--- config.mk ---
export PLATFORM = sky130hd
export DESIGN_NAME = hgw_ctrl
export DESIGN_NICKNAME = d
export VERILOG_FILES = /design/src/rtl/core/height_grid_walkability_defines.svh /design/src/rtl/core/hgw_pkg.sv /design/src/rtl/core/hgw_ctrl.sv
export SDC_FILE = /design/constraint.sdc
export NUM_CORES = 1
export LEC_CHECK = 0
export ABC_CLOCK_PERIOD_IN_PS = 2500
export BUFFER_PORTS_ARGS = -buffer_cell sky130_fd_sc_hd__clkbuf_2
export CORE_AREA = 5 5 42 44
export CTS_CLUSTER_DIAMETER = 200
export DETAILED_ROUTE_END_ITERATION = 7
export DIE_AREA = 0 0 47 49
export PLACE_DENSITY_LB_ADDON = 0.1
export SYNTH_ARGS = -nofsm -noshare
export SYNTH_HDL_FRONTEND = slang
export SYNTH_SLANG_ARGS = --single-unit
--- constraint.sdc ---
create_clock -name clock -period 2.5 [get_ports clock]
set_input_delay 0.5 -clock clock [delete_from_list [all_inputs] [get_ports clock]]
set_output_delay 0.5 -clock clock [all_outputs]
set_load 0.005 [all_outputs]
--- src/rtl/core/height_grid_walkability_defines.svh ---
// assertion macros shared by the block's checking code
`ifndef HEIGHT_GRID_WALKABILITY_DEFINES_SVH
`define HEIGHT_GRID_WALKABILITY_DEFINES_SVH

// same-cycle implication, disabled during reset
`define HGW_ASSERT_NOW(label, clk, rst, ante, cons, msg) \
   label: assert property (@(posedge clk) disable iff (rst) (ante) |-> (cons)) else $error(msg);

// next-cycle implication, disabled during reset
`define HGW_ASSERT_NEXT(label, clk, rst, ante, cons, msg) \
   label: assert property (@(posedge clk) disable iff (rst) (ante) |=> (cons)) else $error(msg);

`endif

--- src/rtl/core/hgw_pkg.sv ---
package hgw_pkg;

   // fixed field widths
   localparam int COORD_BITS      = 7;
   localparam int COUNT_BITS      = 7;
   localparam int DIM_BITS        = COORD_BITS + 1;
   localparam int IO_HEIGHT_BITS  = 16;
   localparam int CSR_INDEX_BITS  = 1;
   localparam int CSR_DATA_BITS   = COUNT_BITS;

   // default sizing
   localparam int DEF_MAX_DIM     = 64;
   localparam int DEF_HEIGHT_BITS = 16;

   // largest height change allowed in one step
   localparam int STEP_LIMIT      = 1;

   // register reset values
   localparam logic [COUNT_BITS-1:0] ROW_COUNT_RESET    = COUNT_BITS'(15);
   localparam logic [COUNT_BITS-1:0] COLUMN_COUNT_RESET = COUNT_BITS'(15);

   // register indexes
   localparam logic [CSR_INDEX_BITS-1:0] CSR_ROW_COUNT    = CSR_INDEX_BITS'(0);
   localparam logic [CSR_INDEX_BITS-1:0] CSR_COLUMN_COUNT = CSR_INDEX_BITS'(1);

   // request opcodes
   typedef enum logic [1:0] {
      OP_WRITE = 2'd0,
      OP_READ  = 2'd1,
      OP_QUERY = 2'd2
   } op_type;

   // request word
   typedef struct packed {
      op_type                            command;
      logic [COORD_BITS-1:0]             cell_row;
      logic [COORD_BITS-1:0]             cell_col;
      logic signed [IO_HEIGHT_BITS-1:0]  new_height;
      logic [COORD_BITS-1:0]             goal_row;
      logic [COORD_BITS-1:0]             goal_col;
   } req_type;

   // response word
   typedef struct packed {
      logic                              walkable;
      logic                              in_range;
      logic signed [IO_HEIGHT_BITS-1:0]  cell_height;
   } rsp_type;

   // store address source
   typedef enum logic [2:0] {
      SEL_CLEAR,
      SEL_REQ,
      SEL_GOAL,
      SEL_CA,
      SEL_CB
   } addr_sel_type;

   // controller to datapath
   typedef struct packed {
      logic         clear_wr;
      logic         req_take;
      logic         rd_en;
      addr_sel_type addr_sel;
      logic         cap_hs;
      logic         cap_hg;
      logic         cap_ha;
      logic         load_rsp;
   } hgw_cmd_type;

   // datapath to controller
   typedef struct packed {
      logic clear_last;
   } hgw_status_type;

endpackage

--- src/rtl/core/hgw_ctrl.sv ---
module hgw_ctrl (
   input  logic                   clock,
   input  logic                   reset,
   input  logic                   req_valid,
   input  hgw_pkg::op_type        req_command,
   output logic                   req_stall,
   output logic                   rsp_valid,
   input  logic                   rsp_stall,
   input  hgw_pkg::hgw_status_type status,
   output hgw_pkg::hgw_cmd_type    cmd
);
   import hgw_pkg::*;

   typedef enum logic [2:0] {
      ST_CLEAR,
      ST_IDLE,
      ST_Q_GOAL,
      ST_Q_CA,
      ST_Q_CB,
      ST_FINISH
   } state_type;

   state_type state_ff;
   logic      rsp_valid_ff;
   logic      accept;
   logic      rsp_free;

   // handshake
   assign accept    = (state_ff == ST_IDLE) && req_valid;
   assign req_stall = (state_ff != ST_IDLE);
   assign rsp_free  = !rsp_valid_ff || !rsp_stall;
   assign rsp_valid = rsp_valid_ff;

   // datapath commands per state
   always_comb begin
      cmd          = '0;
      cmd.addr_sel = SEL_REQ;
      case (state_ff)
         ST_CLEAR: begin
            cmd.clear_wr = 1'b1;
            cmd.addr_sel = SEL_CLEAR;
         end
         ST_IDLE: begin
            cmd.req_take = accept;
            cmd.rd_en    = accept;
         end
         ST_Q_GOAL: begin
            cmd.cap_hs   = 1'b1;
            cmd.rd_en    = 1'b1;
            cmd.addr_sel = SEL_GOAL;
         end
         ST_Q_CA: begin
            cmd.cap_hg   = 1'b1;
            cmd.rd_en    = 1'b1;
            cmd.addr_sel = SEL_CA;
         end
         ST_Q_CB: begin
            cmd.cap_ha   = 1'b1;
            cmd.rd_en    = 1'b1;
            cmd.addr_sel = SEL_CB;
         end
         ST_FINISH: begin
            cmd.load_rsp = rsp_free;
         end
         default: begin
            cmd = '0;
         end
      endcase
   end

   // state and response valid
   always_ff @(posedge clock) begin
      if (reset) begin
         state_ff     <= ST_CLEAR;
         rsp_valid_ff <= 1'b0;
      end else begin
         if (cmd.load_rsp) begin
            rsp_valid_ff <= 1'b1;
         end else if (!rsp_stall) begin
            rsp_valid_ff <= 1'b0;
         end
         case (state_ff)
            ST_CLEAR: begin
               if (status.clear_last) state_ff <= ST_IDLE;
            end
            ST_IDLE: begin
               if (accept) begin
                  state_ff <= (req_command == OP_QUERY) ? ST_Q_GOAL : ST_FINISH;
               end
            end
            ST_Q_GOAL: state_ff <= ST_Q_CA;
            ST_Q_CA:   state_ff <= ST_Q_CB;
            ST_Q_CB:   state_ff <= ST_FINISH;
            ST_FINISH: begin
               if (rsp_free) state_ff <= ST_IDLE;
            end
            default: state_ff <= ST_IDLE;
         endcase
      end
   end

endmodule

**Yosys cells after proc, flatten, opt, wreduce, memory -nomap -nowiden**

Index checks and enable logic that the tools add are counted.

- Eq/ne operators: 11
- Multiplexer cells: 15
- Reduce and logical (&&, ||, !) cells: 8

Operators with widths:

| cell | count |
|---|---|
| $pmux W3 S6 | 1 |
| $mux W3 | 4 |
| $pmux W3 S4 | 1 |
| $mux W1 | 8 |
| $eq A3 B2 Y1 const B | 2 |
| $eq A3 B3 Y1 const B | 2 |
| $ne A2 B2 Y1 const B | 3 |
| $eq A3 B1 Y1 const B | 1 |
| $logic_not A3 Y1 | 1 |
| $ne A3 B1 Y1 const B | 1 |
| $reduce_and A3 Y1 | 1 |
| $reduce_or A3 Y1 | 1 |
| $eq A2 B2 Y1 const B | 1 |
| $logic_not A1 Y1 | 2 |
| $ne A2 B1 Y1 const B | 1 |
| $pmux W1 S2 | 1 |
| $reduce_or A2 Y1 | 1 |
| $logic_and A1 B1 Y1 | 1 |
| $logic_or A1 B1 Y1 | 1 |

- Bits in registers: 4
- Bits of input ports: 7
- Output and inout port bits: 12
- Logic and storage cells: 36

**Depth between registers and ports, before layout**

- Depth in word-level cells: 4
- Depth in mapped cells: 4
- Mapped depth without buffers: 3

**Worst setup path after synthesis**

Ideal clock, no wire load.

- Path type: flip-flop to output port
- From: reg state_ff[2]
- To: out cmd[0] (netlist bit)
- Data arrival time: 0.928 ns
- Slack: 1.072 ns
- Cell stages (with the launch flop): 5
- Buffers on the path: 1
- Cell sequence: dfxtp_1 -> buf_4 -> nand2b_2 -> or2_2 -> a21oi_1

RTL lines:

| element | line | text |
|---|---|---|
| from (decl) | hgw_ctrl.sv:23 | `state_type state_ff;` |
| from (signal assigned) | hgw_ctrl.sv:88 | `state_ff <= (req_command == OP_QUERY) ? ST_Q_GOAL : ST_FINISH;` |
| to (decl) | hgw_ctrl.sv:10 | `output hgw_pkg::hgw_cmd_type cmd` |

==> summary.txt <==
Status: completed
Part of the Yosys area used for sequential elements: 28.3%
CTS tree: yes
Clk_skew: 0.000837 ns
Crit-path leading delay family: flip-flops
Reg-to-reg endpoint: rsp_valid
# DRC: 0
Hold Crit Depth: 2
NumNets Final: 64
Worst Hold Endpoint: rsp_valid
Largest net degree at the start of global routing: 15
Initial cell density of the core: 20.2%
Setup crit start kind: register
Worst Tran Pin Value: 0.410 ns
Post-CTS Setup Bufs: 0
Highest Clock Rate: 0.498 GHz
Core ar.: 1400 um2
P_leak: 0.000190 uW
Synthesized cell area: 283 um2
Vias per inst: 4.51
Hold Buf Count CTS: 0
Post-synthesis mux area share: 3.54%
Critical path class: reg2out
Yosys reg bits: 4
CP max stage cell: dfxtp_1
H-tree levels: 1
Post-CTS resize count: 0
Post-Route WL: 763 um
Die Span Y: 49 um
Sink Count: 4
DIE AREA: 2300 um2
Most common cell after layout, fill and taps aside: clkbuf_2
Number of global-route vias before repair: 306
Critical path arrival: 1.51 ns
Critical Path RT: 2.00 ns
TritonCTS Buffers: 3
Final setup vio count: 0
WP buf/inv: 2
Worst R2R Start: state_ff[0]
Most frequent cells in the layout: clkbuf_2 (18), a21oi_1 (5), nor2_1 (4), dfxtp_1 (4)
Netlist cell types: 23
PD cells: 498 nW/um2
RD Place Congestion: 0.643
Synth Area in Adders: 0%
FF-to-FF path depth: 3
Syn Nets: 44
All-Layer GR Usage: 7.53%
Total power: 195 uW
Max rail drop VDD: 192 uV
Rel. slew slack: 72.6%
Final HPWL DP: 615 um
Max FO, Critical Path: 14
Area growth syn-to-layout: 38.5%
Yosys warns: 0
# diodes: 0
Max-cap viol count: 0
R2r setup slk: 1.26 ns
Synth Area in Simple Gates: 38.9%
Antenna violations before repair: 0
Worst Setup End Kind: output pin
Crit-path max cell delay: 0.56 ns
Rows: 14
First-pass GRT wire length: 1300 um
Final max-slew violation count: 0
CP Cell Sequence: inv_1, or2_2, a21oi_1, clkbuf_2
Final hold violations: 0
Setup tns final: 0 ns
Iter 0 DRT Violations: 1
Syn_area_per_cell: 7.64 um2
Width of the chip: 47 um
Synth Area in Compound Gates: 19.5%
Unrepaired setup endpoints after global routing: no
Clk slew on worst S/H paths: 0.04 ns
Main combinational cell family by area after synthesis: simple AND/OR/NAND/NOR gates
Fraction of layout cells with a size suffix above 1: 43.6%
Fin crit period: 2.01 ns
Hold Crit Class: in2reg
Boundary Pins: 19
Post-Synth XOR/XNOR Area: 0%
Worst skew pair latency: 0.23 ns
Min-Delay Startpoint: reset
Port Buffers: 18
Mapped Cells: 37
Instance count on the critical path: 4
Root Buffer: clkbuf_4
Final period util: 80.4%
Antenna-violating nets left: 0
Buffer levels on the longest clock path: 2
Vias: 320
Grt ovf: 0
WL/cell: 10.7 um
Pre-Repair DR Iteration Count: 2
kinds of logic (layout without fill, tap and decap cells):
group,after synthesis,in the layout
buf+inv,4,22
compound gates,9,9
simple gates,19,19
mux,1,1
flops,4,4
final cells by class:
cell class | instances | area (um2)
clock buffer | 3 | 22.5
fill | 173 | 1010
inverter | 1 | 3.75
multi-input combinational | 29 | 175
sequential | 4 | 80.1
tap | 16 | 20.0
timing repair buffer | 18 | 90.1
report_power, final:
part / switching [uW] / internal [uW]
logic: 18.7 / 21.8
registers: 9.26 / 67.7
clock network: 23.9 / 53.5
total: 51.9 / 143
worst max path at each step:
stage / startpoint / to / slack [ns]
after global placement: state_ff[0] / cmd[0] / 0.73
after detailed placement: state_ff[0] / cmd[0] / 0.71
after CTS: state_ff[0] / cmd[0] / 0.45
final: state_ff[0] / cmd[0] / 0.49
after floorplan: state_ff[2] / cmd[0] / 1.07
after global routing: state_ff[0] / cmd[0] / 0.27
per-layer routing:
metal	global-route usage, %	part of all wire (%)	vias to the layer above
li1	-	-	167
met1	10.3	42	139
met2	10.2	45	14
met3	2.21	13	0
met4	4.15	0	0
met5	0	0	-
through the flow:
step | std cells | hold slack, ns | utilization, % | setup slack (ns) | instance area (um2)
2_1_floorplan | 37 | 0.479 | - | 1.07 | 283
3_3_place_gp | 68 | 0.513 | 26.3 | 0.726 | 369
5_1_grt | 71 | 0.509 | 27.9 | 0.271 | 392
3_5_place_dp | 68 | 0.504 | 26.3 | 0.711 | 369
4_1_cts | 71 | 0.488 | 27.9 | 0.449 | 392
6_report | 71 | 0.498 | 27.9 | 0.491 | 392
flip-flops by register name, summed over array words and instances, names as in the netlist:
| register | flops |
|---|---|
| rsp_valid | 1 |
| state_ff | 3 |
Yosys cell counts (all sizes together):
library cell  n  share of area (%)
nand2b        2                5.3
a21oi         5                8.8
nand2         3                4.0
a211o         1                3.1
o41ai         1                3.1
and3          1                2.2
nor2b         1                2.2
inv           1                1.3
nor3          2                3.5
or3           1                2.2
or2           1                2.2
mux2i         1                3.5
nand4b        1                3.1
o22ai         1                2.2
dfxtp         4                 28
nor2          4                5.3
buf           3                8.4
and2          2                4.4
a31oi         1                2.2
and4bb        1                4.4
Note: power is estimated with default switching activity, not from simulation.
